`config.mk`:
```
export PLATFORM = sky130hd
export DESIGN_NAME = rls_ctrl
export DESIGN_NICKNAME = d
export VERILOG_FILES = /design/src/rtl/rls_pkg.sv /design/src/rtl/rls_ctrl.sv
export SDC_FILE = /design/constraint.sdc
export NUM_CORES = 1
export LEC_CHECK = 0
export ABC_AREA = 1
export BUFFER_PORTS_ARGS = -buffer_cell sky130_fd_sc_hd__buf_2
export CORE_AREA = 5 5 118 120
export DETAILED_ROUTE_END_ITERATION = 7
export DIE_AREA = 0 0 123 125
export PLACE_DENSITY = 0.54
export SLEW_MARGIN = 20
export SYNTH_ARGS = -nofsm -noshare
export SYNTH_HDL_FRONTEND = slang
export SYNTH_SLANG_ARGS = --single-unit
```
`constraint.sdc`:
```
create_clock -name clk_i -period 2.7 [get_ports clk_i]
set_clock_uncertainty 0.15 [all_clocks]
set_input_delay 0.27 -clock clk_i [delete_from_list [all_inputs] [get_ports clk_i]]
set_output_delay 0.27 -clock clk_i [all_outputs]
set_load 0.03 [all_outputs]
```
`src/rtl/rls_pkg.sv`:
```
package rls_pkg;

  localparam int unsigned MaxLeds    = 256;
  localparam int unsigned BitsPerLed = 24;
  localparam int unsigned LedAw      = $clog2(MaxLeds);
  localparam int unsigned BitCntW    = 5;

  localparam logic [BitCntW-1:0] BitLast = BitCntW'(BitsPerLed - 1);

  // action codes
  localparam logic [1:0] ActSet   = 2'd0;
  localparam logic [1:0] ActStart = 2'd1;
  localparam logic [1:0] ActTick  = 2'd2;

  // configuration register indexes
  localparam logic RegLedCount = 1'b0;

  typedef enum logic {
    ST_IDLE,
    ST_LOAD
  } ctrl_state_e;

  typedef struct packed {
    logic                  we;
    logic [LedAw-1:0]      waddr;
    logic [BitsPerLed-1:0] wdata;
    logic                  re;
    logic [LedAw-1:0]      raddr;
  } mem_req_t;

  typedef struct packed {
    logic valid;
    logic data_out;
    logic clock_out;
    logic busy_res;
    logic accepted;
  } result_t;

endpackage

```
`src/rtl/rls_ctrl.sv`:
```
module rls_ctrl
  import rls_pkg::*;
(
  input  logic                  clk_i,
  input  logic                  rst_ni,
  input  logic                  accept_i,
  input  logic [1:0]            action_i,
  input  logic [LedAw-1:0]      led_index_i,
  input  logic [BitsPerLed-1:0] color_i,
  input  logic [LedAw-1:0]      led_count_i,
  input  logic [BitsPerLed-1:0] mem_rdata_i,
  output mem_req_t              mem_req_o,
  output logic                  busy_o,
  output result_t               res_o
);

  ctrl_state_e           state_q, state_d;
  logic                  shifting_q, shifting_d;
  logic [LedAw-1:0]      cur_q, cur_d;
  logic [BitCntW-1:0]    bc_q, bc_d;
  logic                  phase_q, phase_d;
  logic [BitsPerLed-1:0] sw_q, sw_d;
  result_t               res_q, res_d;
  result_t               pend_q, pend_d;
  logic [LedAw:0]        next_led;

  assign next_led = {1'b0, cur_q} + (LedAw+1)'(1);

  always_comb begin
    state_d    = state_q;
    shifting_d = shifting_q;
    cur_d      = cur_q;
    bc_d       = bc_q;
    phase_d    = phase_q;
    sw_d       = sw_q;
    pend_d     = pend_q;
    res_d      = '0;
    mem_req_o  = '0;

    unique case (state_q)
      ST_IDLE: begin
        if (accept_i) begin
          res_d.valid    = 1'b1;
          res_d.busy_res = shifting_q;
          if (shifting_q) begin
            if (action_i == ActTick) begin
              res_d.data_out = sw_q[BitsPerLed-1];
              if (!phase_q) begin
                phase_d = 1'b1;
              end else begin
                res_d.clock_out = 1'b1;
                phase_d = 1'b0;
                sw_d    = {sw_q[BitsPerLed-2:0], 1'b0};
                if (bc_q == BitLast) begin
                  bc_d = '0;
                  if (next_led < {1'b0, led_count_i}) begin
                    // fetch the next led, result goes out with the load
                    cur_d           = next_led[LedAw-1:0];
                    mem_req_o.re    = 1'b1;
                    mem_req_o.raddr = next_led[LedAw-1:0];
                    pend_d          = res_d;
                    res_d.valid     = 1'b0;
                    state_d         = ST_LOAD;
                  end else begin
                    shifting_d     = 1'b0;
                    cur_d          = '0;
                    sw_d           = '0;
                    res_d.busy_res = 1'b0;
                  end
                end else begin
                  bc_d = bc_q + BitCntW'(1);
                end
              end
            end
          end else begin
            unique case (action_i)
              ActSet: begin
                if (led_index_i < led_count_i) begin
                  mem_req_o.we    = 1'b1;
                  mem_req_o.waddr = led_index_i;
                  mem_req_o.wdata = color_i;
                  res_d.accepted  = 1'b1;
                end
              end
              ActStart: begin
                res_d.accepted = 1'b1;
                cur_d   = '0;
                bc_d    = '0;
                phase_d = 1'b0;
                if (led_count_i != '0) begin
                  shifting_d      = 1'b1;
                  res_d.busy_res  = 1'b1;
                  mem_req_o.re    = 1'b1;
                  mem_req_o.raddr = '0;
                  pend_d          = res_d;
                  res_d.valid     = 1'b0;
                  state_d         = ST_LOAD;
                end else begin
                  sw_d = '0;
                end
              end
              default: begin
              end
            endcase
          end
        end
      end
      ST_LOAD: begin
        sw_d        = mem_rdata_i;
        res_d       = pend_q;
        res_d.valid = 1'b1;
        state_d     = ST_IDLE;
      end
      default: begin
        state_d = ST_IDLE;
      end
    endcase
  end

  always_ff @(posedge clk_i or negedge rst_ni) begin
    if (!rst_ni) begin
      state_q    <= ST_IDLE;
      shifting_q <= 1'b0;
      cur_q      <= '0;
      bc_q       <= '0;
      phase_q    <= 1'b0;
      sw_q       <= '0;
      res_q      <= '0;
    end else begin
      state_q    <= state_d;
      shifting_q <= shifting_d;
      cur_q      <= cur_d;
      bc_q       <= bc_d;
      phase_q    <= phase_d;
      sw_q       <= sw_d;
      res_q      <= res_d;
    end
  end

  always_ff @(posedge clk_i) begin
    pend_q <= pend_d;
  end

  assign busy_o = (state_q == ST_LOAD);
  assign res_o  = res_q;

endmodule

```
== Yosys cells after proc, flatten, opt, wreduce, memory -nomap -nowiden ==
Cells that the tools add are included.
Operators by class
  equal/unequal tests: 12
  order comparisons: 2
  add/subtract/negate cells: 2
  bitwise gates (word level): 1
  reductions and logical operators: 10
  mux-type cells: 71
Operator list (count)
  24-bit two-way mux: 8
  33-bit two-way mux: 3
  42-bit two-way mux: 2
  9-bit two-way mux: 7
  8-bit two-way mux: 6
  24-bit case mux with 2 select lines: 1
  4-bit two-way mux: 8
  5-bit two-way mux: 6
  1-bit two-way mux: 25
  5-bit case mux with 2 select lines: 1
  5-bit AND reduction: 2
  8-bit by 1-bit adder with 9-bit output, second input constant: 1
  9-bit by 8-bit less-than comparator with 1-bit output: 1
  3-bit inequality test, second input constant: 3
  8-bit less-than comparator: 1
  2-bit by 1-bit inequality test with 1-bit output, second input constant: 4
  8-bit AND reduction: 1
  8-bit nonzero test: 1
  6-bit AND reduction: 1
  5-bit by 1-bit adder with 5-bit output, second input constant: 1
  5-bit equality test, second input constant: 1
  2-bit two-way mux: 2
  1-bit case mux with 2 select lines: 2
  4-bit AND reduction: 1
  other kinds (8): 9
Storage, ports and cells
  flip-flop bits (word level): 49
  input port bits: 69
  output and inout port bits: 48
  word-level logic and storage cells: 113

== Depth between registers and ports, before layout ==
Gate-level depths: netlist of the first run.
  depth after elaboration: 9
  gate-level depth with buffers: 17
  mapped depth without buffers: 17

== Worst setup path before layout of the first run ==
OpenSTA, ideal clock, no wires.
  path kind: register to output
  from: reg cur_q[0]
  to: out mem_req_o[8] (netlist name)
  data required time: 2.280 ns
  cell stages (with the launch flop): 17
  buffers on the path: 2
  data arrival time: 2.424 ns
  setup slack: -0.144 ns
  cell sequence: dfrtp_1 ha_1 nand3_1 xor2_1 inv_1 ha_1 nand2_1 inv_1 a21oi_1 nand2_1 nand2_1 nand2_1 inv_1 nand3_4 buf_12 o21ai_2 buf_4
RTL lines
  from (decl): line rls_ctrl.sv:19  | logic [LedAw-1:0] cur_q, cur_d;
  from (signal assigned): line rls_ctrl.sv:132  | cur_q <= cur_d;
  to (decl): line rls_ctrl.sv:12  | output mem_req_t mem_req_o,

==> reports/results.tsv, run 1 <==
metric	value	unit
reg2reg end	pend_q[3]	
non-filler instance count after layout	740	
Critical Path End Type	output pin	
Final Cycle Share	1.074	
Syn Area/Cell	7.847	µm²
die area	15380	µm²
Setup WS post-layout	-200.1	ps
Hold WC Path Type	in2reg	
HPWL after detailed placement	7161	µm
Rel. slew slack	0.6351	
Port-buffer cells	116	
chip width	123	µm
Initial Util	0.2627	
worst path bufs/invs	4	
post-synthesis sequential area ratio	0.3596	
GPL Wtd Cong	0.7985	
crit path max fanout	6	
Synth Cell Area	3382	µm²
Cell Chain, Critical Path	ha_4, nand3_4, inv_2, nand3_2, xor2_2, ha_1, and3_1, nand2_1, nand2_2, inv_2, nand3_4, buf_12, o21ai_4, buf_6	
RSZ-0062 raised after global routing	yes	
Post-Syn Instances	431	
Initial DRT Pass Iterations	4	
delay-heaviest family, CP	simple AND/OR/NAND/NOR gates	
Reg clk slew, reported paths	70	ps
Post-synth EDFFs	3	
hold path depth	3	
Critical-path top delay cell	dfrtp_2	
Critical Path AT	2480	ps
layout cells sized above 1	0.4050	
pre-CTS setup slack	-21.03	ps
Synth warnings	0	
Vias/cell	4.350	
Pwr Total	2.407	mW
TritonCTS clock tree	built	
Distinct cells, synth	39	
Max Fclk	344.8	MHz
Hold Startpoint	mem_rdata_i[0]	
DRT antenna net count	0	
CTS Buf Count	5	
first-pass GRT wire length	15170	µm
Ports	117	
R2R cell count	14	
Clk Latency, worst-skew pair	290	ps
largest net degree at the start of global routing	34	
Worst VDD drop	0.2326	mV
routed vias	3219	
Max H-tree Level	2	
Post-synth ARST share	0.9375	
RR Startpoint	cur_q[0]	
Total Routing Usage GR	0.1211	
Leak Pwr	2.435	nW
Root Buffer Master	clkbuf_16	
Syn Nets	516	
clock buffer depth	2	
final setup violation count	9	
Initial DRC Count	128	
Sink Count	48	
initial antenna violation count	1	
PwrDens	525.0	nW/µm²
final net count	647	
placed instance count	720	
FP Rows	42	
GRT overflow	0	
Worst Path Required	2280	ps
Area Overhead vs Synth	35.59	%
core area	12870	µm²
Yosys reg bits	48	
Worst Hold End	sw_q[0]	
Crit Path Category	reg2out	
Startpoint Class	flop	
ys flop type	dfrtp_1	
CP peak stage delay	430	ps
failing checks	negative setup slack	
total wire length	9429	µm
routed len/inst	12.74	µm
Slew Limit Fails	0	
max-cap violations	0	
# DRC	0	
setup slack, reg-to-reg	30	ps
vias in the first global route	3231	
outcome	finished with violations	
Tmin final	2900	ps
worst slew pin tran	547.3	ps
Final Hold Vio Count	0	
Die Height	125	µm
## worst max path at each step
stage,startpoint,to,slack [ps],depth (start not counted)
finish,cur_q[0],mem_req_o[8],-200,14
global route,cur_q[1],mem_req_o[8],-390,16
detailed placement,cur_q[0],mem_req_o[8],-20,16
CTS,cur_q[1],mem_req_o[8],-250,17
floorplan,cur_q[0],mem_req_o[8],7,16
global placement,cur_q[0],mem_req_o[8],40,16
## tightest hold or removal path, delay by kind of cell
kind          cells  cell delay [ps]
simple gates      2               90
buf+inv           1               70
## synth_stat cells (3+ instances only)
master / n / area (µm²)
inv_2: 6 / 22.52
xor2_1: 3 / 26.28
a21oi_1: 7 / 35.03
nor2_4: 12 / 135.1
nor2_1: 13 / 48.80
nand3_1: 73 / 365.4
nand3_4: 3 / 52.55
nand2_1: 93 / 349.1
buf_6: 6 / 67.56
o21ai_1: 8 / 40.04
edfxtp_1: 3 / 90.09
ha_1: 16 / 200.2
buf_2: 4 / 20.02
dfrtp_1: 45 / 1126
buf_4: 4 / 30.03
nand3b_1: 9 / 67.56
nor2_2: 30 / 187.7
o21ai_2: 4 / 35.03
inv_1: 68 / 255.2
## sequential cells by signal, indices dropped and copies added (netlist names)
register,flops
sw_q,24
cur_q,8
bc_q,5
res_o,5
pend_q,3
busy_o,1
phase_q,1
shifting_q,1
## cell type report
type | instances | area, µm²
Antenna cell | 1 | 2.502
Clock buffer | 7 | 163.9
Clock inverter | 1 | 8.758
Fill cell | 1340 | 8289
Inverter | 75 | 284.0
Multi-Input combinational cell | 291 | 1833
Sequential cell | 48 | 1217
Tap cell | 176 | 220.2
Timing Repair Buffer | 141 | 855.8
## placed cells by master (no fill, tap or decap), types with 3 or more instances in the layout
master	netlist	routed
nor2_1	13	13
a21oi_1	7	6
buf_6	6	10
ha_4	0	3
nand3_1	73	70
nand2_2	2	4
edfxtp_1	3	3
dfrtp_1	45	44
nand3b_1	9	9
clkbuf_16	0	6
inv_1	68	65
buf_4	4	21
inv_2	6	9
nand2_1	93	91
o21ai_1	8	8
o21ai_2	4	3
nor2_4	12	13
nand3_4	3	4
nor2_2	30	29
ha_1	16	13
buf_2	4	107
## metrics by stage
| stage | hold WS (ps) | area (µm²) | util | TNS, ps |
|---|---|---|---|---|
| 2_1_floorplan | -175.6 | 3402 | - | 0 |
| 3_3_place_gp | 24.62 | 4184 | 0.3250 | 0 |
| 3_5_place_dp | 30.43 | 4184 | 0.3250 | -25.71 |
| 4_1_cts | 22.28 | 4588 | 0.3564 | -2047 |
| 5_1_grt | 39.62 | 4586 | 0.3562 | -3752 |
| 6_report | 27.94 | 4586 | 0.3562 | -1610 |
## power breakdown
part | internal (mW) | leakage [nW] | switching [mW]
Clock | 0.427 | 0.0853 | 0.276
Sequential | 0.927 | 0.625 | 0.134
Combinational | 0.259 | 1.72 | 0.385
Total | 1.61 | 2.43 | 0.795
## repair_timing
action / 4_1_cts / 5_1_grt
hold endpoints to repair: 11 / 0
buffers inserted: 10 / 1
pin swaps: 14 / 8
gates resized for setup: 34 / 1
hold buffers: 1 / 0
setup endpoints to repair: 9 / 15
## logic make-up (layout without fill, tap and decap cells)
kind of cell,count (synthesis),count (layout),share of synthesized area
DFF,48,48,0.3596
other,0,1,0
adders and majority gates,16,16,0.05919
and+or+nand+nor,244,244,0.3918
xor gates and xnor gates,3,3,0.007771
buffers and inverters,92,224,0.1269
AOI/OAI and AO/OA,28,28,0.05476
## per-layer routing
layer / GRT usage / vias to the layer above / wire, µm
met5: 0 / - / 0
met3: 0.02123 / 11 / 733
met1: 0.1439 / 1486 / 3813
met4: 0.03909 / 0 / 190
li1: - / 1624 / -
met2: 0.2184 / 98 / 4691
Note: power is estimated with default switching activity, not from simulation.
==> run 2, diff against run 1 <==
--- a/config.mk
+++ b/config.mk
@@ -10,7 +10,7 @@
 export CORE_AREA = 5 5 118 120
 export DETAILED_ROUTE_END_ITERATION = 7
 export DIE_AREA = 0 0 123 125
-export PLACE_DENSITY = 0.54
+export PLACE_DENSITY = 0.52
 export SLEW_MARGIN = 20
 export SYNTH_ARGS = -nofsm -noshare
 export SYNTH_HDL_FRONTEND = slang
==> constraint.sdc (replaced) <==
create_clock -name clk_i -period 2.88 [get_ports clk_i]
set_clock_uncertainty 0.15 [all_clocks]
set_input_delay 0.288 -clock clk_i [delete_from_list [all_inputs] [get_ports clk_i]]
set_output_delay 0.288 -clock clk_i [all_outputs]
set_load 0.03 [all_outputs]
==> run 2 against run 1 <==
The run still ends with negative setup slack left. Non-clock buffer count increased by 4. Sequential power decreased by 7%. Total power decreased by 8.5%. Hold slack improved by 34 ps. Via count decreased by 0.75%. Final cell count increased by 0.41%. Critical path type unchanged. Critical endpoint is now mem_req_o[2]. Highest routed layer unchanged.
==> reports/results.tsv, run 2 (synthesized netlist as in run 1, its figures left out) <==
metric	value	unit	change
outcome	finished with violations		
failing checks	negative setup slack		
routed len/inst	12.54	µm	-1.6%
Vias/cell	4.300		-1.1%
largest net degree at the start of global routing	46		+35%
final hold slack	61.91	ps	+33.97 ps
Ports	117		unchanged
non-filler instance count after layout	743		+0.41%
vias in the first global route	3098		-4.1%
sequential share of power	0.449		+0.008
Filler cells	1327		-0.97%
Clk network pwr share	0.272		-0.020
GPL Wtd Cong	0.7489		-6.2%
Total Routing Usage GR	0.1172		-0.003932
Rel. slew slack	0.5970		-0.03803
HPWL after detailed placement	6605	µm	-7.8%
Critical Path AT	2530	ps	+50 ps
Hold WC Path Type	in2reg		
Biggest register	sw_q		
final net count	651		+0.62%
Comb power frac	0.280		+0.013
Clk Latency, worst-skew pair	290	ps	about the same
FF+latch area	1216	µm²	-0.10%
GRT Max-Usage Layer	met2		
RR Startpoint	cur_q[0]		
PwrDens	478.4	nW/µm²	-8.9%
core area	12870	µm²	unchanged
RSZ-0062 raised after global routing	yes		
max reg flops	24		unchanged
setup slack, reg-to-reg	60	ps	+30 ps
Setup WS post-layout	-86.93	ps	+113.1 ps
Sw Pwr	0.7397	mW	-7.0%
CTS Buf Count	5		unchanged
hold path depth	3		unchanged
Initial DRC Count	188		+47%
FP Rows	42		unchanged
max-cap violations	0		unchanged
layout cells sized above 1	0.4127		+0.007725
Critical Path End Type	output pin		
P_int	1.464	mW	-9.2%
die area	15380	µm²	unchanged
Crit Path Category	reg2out		
placed instance count	716		-0.56%
GRT overflow	0		unchanged
total wire length	9320	µm	-1.2%
Tmin final	2967	ps	
routed vias	3195		-0.75%
footprint of the multi-input gates	1832	µm²	about the same
Worst Hold End	sw_q[0]		
first-pass GRT wire length	14810	µm	-2.4%
Initial DRT Pass Iterations	4		unchanged
TritonCTS clock tree	built		
Max H-tree Level	2		unchanged
Root Buffer Master	clkbuf_16		
Hold Startpoint	mem_rdata_i[0]		
Initial Util	0.2627		unchanged
initial antenna violation count	0		-1
Worst Path Required	2440	ps	+160 ps
most common cell after layout, fill and taps aside	buf_2		
GRT met1 Usage	0.1484		+0.004500
Critical Path Source	cur_q[0]		
Area Overhead vs Synth	36.18	%	
final setup violation count	9		unchanged
Port-buffer cells	116		unchanged
routing usage on met3	0.01897		-0.002258
worst slew pin tran	604.5	ps	+57.12 ps
Leak Pwr	2.438	nW	+0.12%
Final Hold Vio Count	0		unchanged
pre-CTS setup slack	49.39	ps	+70.42 ps
chip width	123	µm	unchanged
R2R cell count	19		+5
clock buffer depth	2		unchanged
reg2reg end	res_o[4]		
Reg clk slew, reported paths	70	ps	about the same
Die Height	125	µm	unchanged
Max Fclk	337.0	MHz	
Worst VDD drop	0.2248	mV	-3.4%
M2 GR Usage	0.2046		-0.01383
crit path max fanout	5		-1
# DRC	0		unchanged
DRT antenna net count	0		unchanged
Top Registers	sw_q: 24 flops, cur_q: 8 flops		
switching share of power	0.3357		+0.005456
Sink Count	48		unchanged
n_diodes	0		-1
Startpoint Class	flop		
most frequent cells in the layout	buf_2, nand2_1, nand3_1		
Final Cycle Share	1.030		
Slew Limit Fails	0		unchanged
==> run 2: power by group through the flow <==
stage | sequential, mW | clock (mW) | combinational (mW)
global placement | 0.991 | 0 | 0.604
global route | 1.01 | 0.640 | 0.700
CTS | 0.987 | 0.624 | 0.621
finish | 0.989 | 0.598 | 0.616
floorplan | 0.966 | 0 | 0.438
detailed placement | 0.997 | 0 | 0.614
==> run 2: worst max-delay path by stage <==
stage	end	slack [ps]	cells after the start
finish	mem_req_o[2]	-90	14
global route	mem_req_o[2]	-230	16
CTS	mem_req_o[7]	-130	16
detailed placement	mem_req_o[2]	50	15
global placement	mem_req_o[7]	90	16
floorplan	mem_req_o[8]	20	16
==> run 2: stage by stage <==
step | power, mW | TNS, ps | cell area (µm²) | utilization
detailed placement | 1.610 | 0 | 4138 | 0.3214
global placement | 1.595 | 0 | 4138 | 0.3214
floorplan | 1.404 | 0 | 3382 | -
CTS | 2.233 | -956.8 | 4486 | 0.3484
finish | 2.203 | -664.6 | 4606 | 0.3577
global route | 2.350 | -1975 | 4606 | 0.3577
==> run 2: repair_timing <==
action                                  4_1_cts  5_1_grt
hold endpoints to repair                     45        0
hold buffers                                  1        0
setup buffers                                11        6
gates cloned                                  1        0
pin swaps                                     7       15
endpoints found under the setup margin        9       15
gates resized for setup                      25       16
==> run 2: area by class of cell <==
type | instances | area share
Clock buffer | 7 | 0.03097
Sequential cell | 48 | 0.2641
Tap cell | 176 | 0.04781
Inverter | 75 | 0.06167
Timing Repair Buffer | 145 | 0.1959
Multi-Input combinational cell | 291 | 0.3977
Clock inverter | 1 | 0.001902
==> run 2: worst max-delay path, stage by stage (launching register included) <==
cell	delay, ps
dfrtp_1	410
ha_2	240
nand3_4	90
inv_2	80
nand3_2	70
xor2_2	160
ha_1	300
and3_4	160
nand2_1	70
nand2_2	70
inv_2	70
nand3_4	110
buf_16	170
nor2_4	100
buf_6	130
==> run 2: layer usage <==
layer / wire length [µm] / up-vias / part of all wire
li1: - / 1628 / -
met1: 3906 / 1461 / 0.42
met2: 4698 / 100 / 0.50
met5: 0 / - / 0
met4: 76 / 0 / 0.0082
met3: 639 / 6 / 0.069
==> run 3, diff against run 2 <==
==> constraint.sdc (replaced) <==
create_clock -name clk_i -period 3.3 [get_ports clk_i]
set_clock_uncertainty 0.15 [all_clocks]
set_input_delay 0.33 -clock clk_i [delete_from_list [all_inputs] [get_ports clk_i]]
set_output_delay 0.33 -clock clk_i [all_outputs]
set_load 0.03 [all_outputs]
==> run 3 against run 2 <==
The run now ends clean. Non-clock buffer count is 20 lower. Clock power is 13% lower. First-iteration DRC count down 27%. Register-to-register slack better by 450 ps. Critical path type unchanged.
==> reports/results.tsv, run 3 (synthesized netlist as in run 1, its figures left out) <==
metric	value	unit	change
GPL Wtd Cong	0.7987		+6.6%
TritonCTS clock tree	built		
Rel. slew slack	0.5689		-0.02811
Port-buffer cells	116		unchanged
non-filler instance count after layout	723		-2.7%
Area Overhead vs Synth	27.71	%	
Critical Path AT	2600	ps	+70 ps
Initial DRC Count	137		-27%
outcome	completed		
CTS Buf Count	5		unchanged
Reg clk slew, reported paths	70	ps	about the same
HPWL after detailed placement	6634	µm	+0.45%
final hold slack	97.81	ps	+35.90 ps
Worst path most repeated cell	nand2_1		
Cell Chain, Critical Path	ha_1, nand3_2, xor2_2, inv_1, ha_1, nand2_1, inv_1, a21oi_1, nand2_1, nand2_1, nand2_1, inv_2, nand3_4, buf_12, nor2_4, clkbuf_4		
Die Height	125	µm	unchanged
max-cap violations	0		unchanged
GRT Max-Usage Layer	met2		
Critical Path Source	cur_q[0]		
Tmin final	3079	ps	
setup slack, reg-to-reg	510	ps	+450 ps
Sink Count	48		unchanged
PwrDens	442.7	nW/µm²	-7.5%
max reg flops	24		unchanged
placed inst area	4060	µm²	-1.9%
final setup violation count	0		-9
Biggest register	sw_q		
final instance area	4319	µm²	-6.2%
Worst Path Required	2820	ps	+380 ps
Initial DRT Pass Iterations	4		unchanged
Root Buffer Master	clkbuf_16		
vias in the first global route	2972		-4.1%
core area	12870	µm²	unchanged
FP Rows	42		unchanged
Max Fclk	324.8	MHz	
M2 GR Usage	0.1907		-0.01383
Vias/cell	4.351		+1.2%
n_diodes	0		unchanged
Max H-tree Level	2		unchanged
Total Routing Usage GR	0.1113		-0.005888
Pwr Total	1.912	mW	-13%
Startpoint Class	flop		
Initial Util	0.2627		unchanged
GRT overflow	0		unchanged
setup_tns	0	ps	+664.6 ps
die area	15380	µm²	unchanged
clock buffer depth	2		unchanged
Critical-path top delay cell	dfrtp_2		
crit path max fanout	10		+5
Final Cycle Share	0.9330		
worst path bufs/invs	5		+1
# DRC	0		unchanged
layout cells sized above 1	0.3693		-0.04341
Setup WS post-layout	221.2	ps	+308.2 ps
Top Registers	sw_q: 24 flops, cur_q: 8 flops		
critical path endpoint	mem_req_o[0]		
chip width	123	µm	unchanged
reg2reg end	pend_q[0]		
total wire length	8876	µm	-4.8%
initial antenna violation count	0		unchanged
routed vias	3146		-1.5%
first-pass GRT wire length	14130	µm	-4.6%
placed instance count	709		-0.98%
WP depth	16		+2
Worst VDD drop	0.2090	mV	-7.0%
final net count	631		-3.1%
Slew Limit Fails	0		unchanged
Hold WC Path Type	in2reg		
routing usage on met3	0.01762		-0.001355
most frequent cells in the layout	buf_2, nand2_1, nand3_1		
CP peak stage delay	440	ps	+30 ps
delay-heaviest family, CP	adder cells		
largest net degree at the start of global routing	46		unchanged
most common cell after layout, fill and taps aside	buf_2		
GRT met1 Usage	0.1408		-0.007630
routed len/inst	12.28	µm	-2.1%
pre-CTS setup slack	172.2	ps	+122.8 ps
worst slew pin tran	645.4	ps	+40.92 ps
Ports	117		unchanged
RR Startpoint	cur_q[0]		
post-layout util	0.3355		-0.02225
DRT antenna net count	0		unchanged
Final Hold Vio Count	0		unchanged
Critical Path End Type	output pin		
Crit Path Category	reg2out		
R2R cell count	16		-3
Clk Latency, worst-skew pair	290	ps	about the same
Leak Pwr	2.336	nW	-4.2%
[run 3: final cells by class]
cell class / count / area, µm²
fillers: 1359 / 8556
well taps: 176 / 220.2
clock inverters: 1 / 7.507
inverters: 75 / 284.0
multi-input cells: 291 / 1759
flip-flops and latches: 48 / 1217
repair buffers: 125 / 688.2
clock buffers: 7 / 142.6
[run 3: routing by layer]
metal / wire (µm) / vias up
met5: 0 / -
met4: 192 / 0
met3: 624 / 13
met2: 4155 / 100
met1: 3904 / 1442
li1: - / 1591
[run 3: what timing repair did]
item / CTS / global route
hold buffers: 0 / 1
resized for setup: 0 / 18
pin swaps: 0 / 3
endpoints found under the hold margin: 0 / 45
setup buffers: 2 / 3
setup endpoints to repair: 9 / 9
[run 3: worst min path at each step]
stage / startpoint / to / slack (ps) / depth (start not counted)
final: mem_rdata_i[0] / sw_q[0] / 100 / 3
after global routing: mem_rdata_i[0] / sw_q[0] / 110 / 3
after CTS: mem_rdata_i[0] / sw_q[0] / 90 / 3
after detailed placement: pend_q[0] / res_o[0] / 290 / 2
after global placement: pend_q[0] / res_o[0] / 290 / 2
after floorplan: rst_ni / bc_q[0] / -120 / 0
[run 3: report_power, final]
| group | internal (mW) | total, mW | switching (mW) |
|---|---|---|---|
| Sequential | 0.758 | 0.867 | 0.109 |
| Combinational | 0.208 | 0.522 | 0.314 |
| Clock | 0.302 | 0.523 | 0.221 |
[run 3: worst reg2reg max path, delay by kind of cell (launching register included)]
| family | cells | cell delay (ps) |
|---|---|---|
| AOI/OAI and AO/OA | 2 | 230 |
| xor gates and xnor gates | 1 | 150 |
| and+or+nand+nor | 6 | 430 |
| DFF | 1 | 440 |
| adders and majority gates | 2 | 540 |
| buffers and inverters | 5 | 520 |
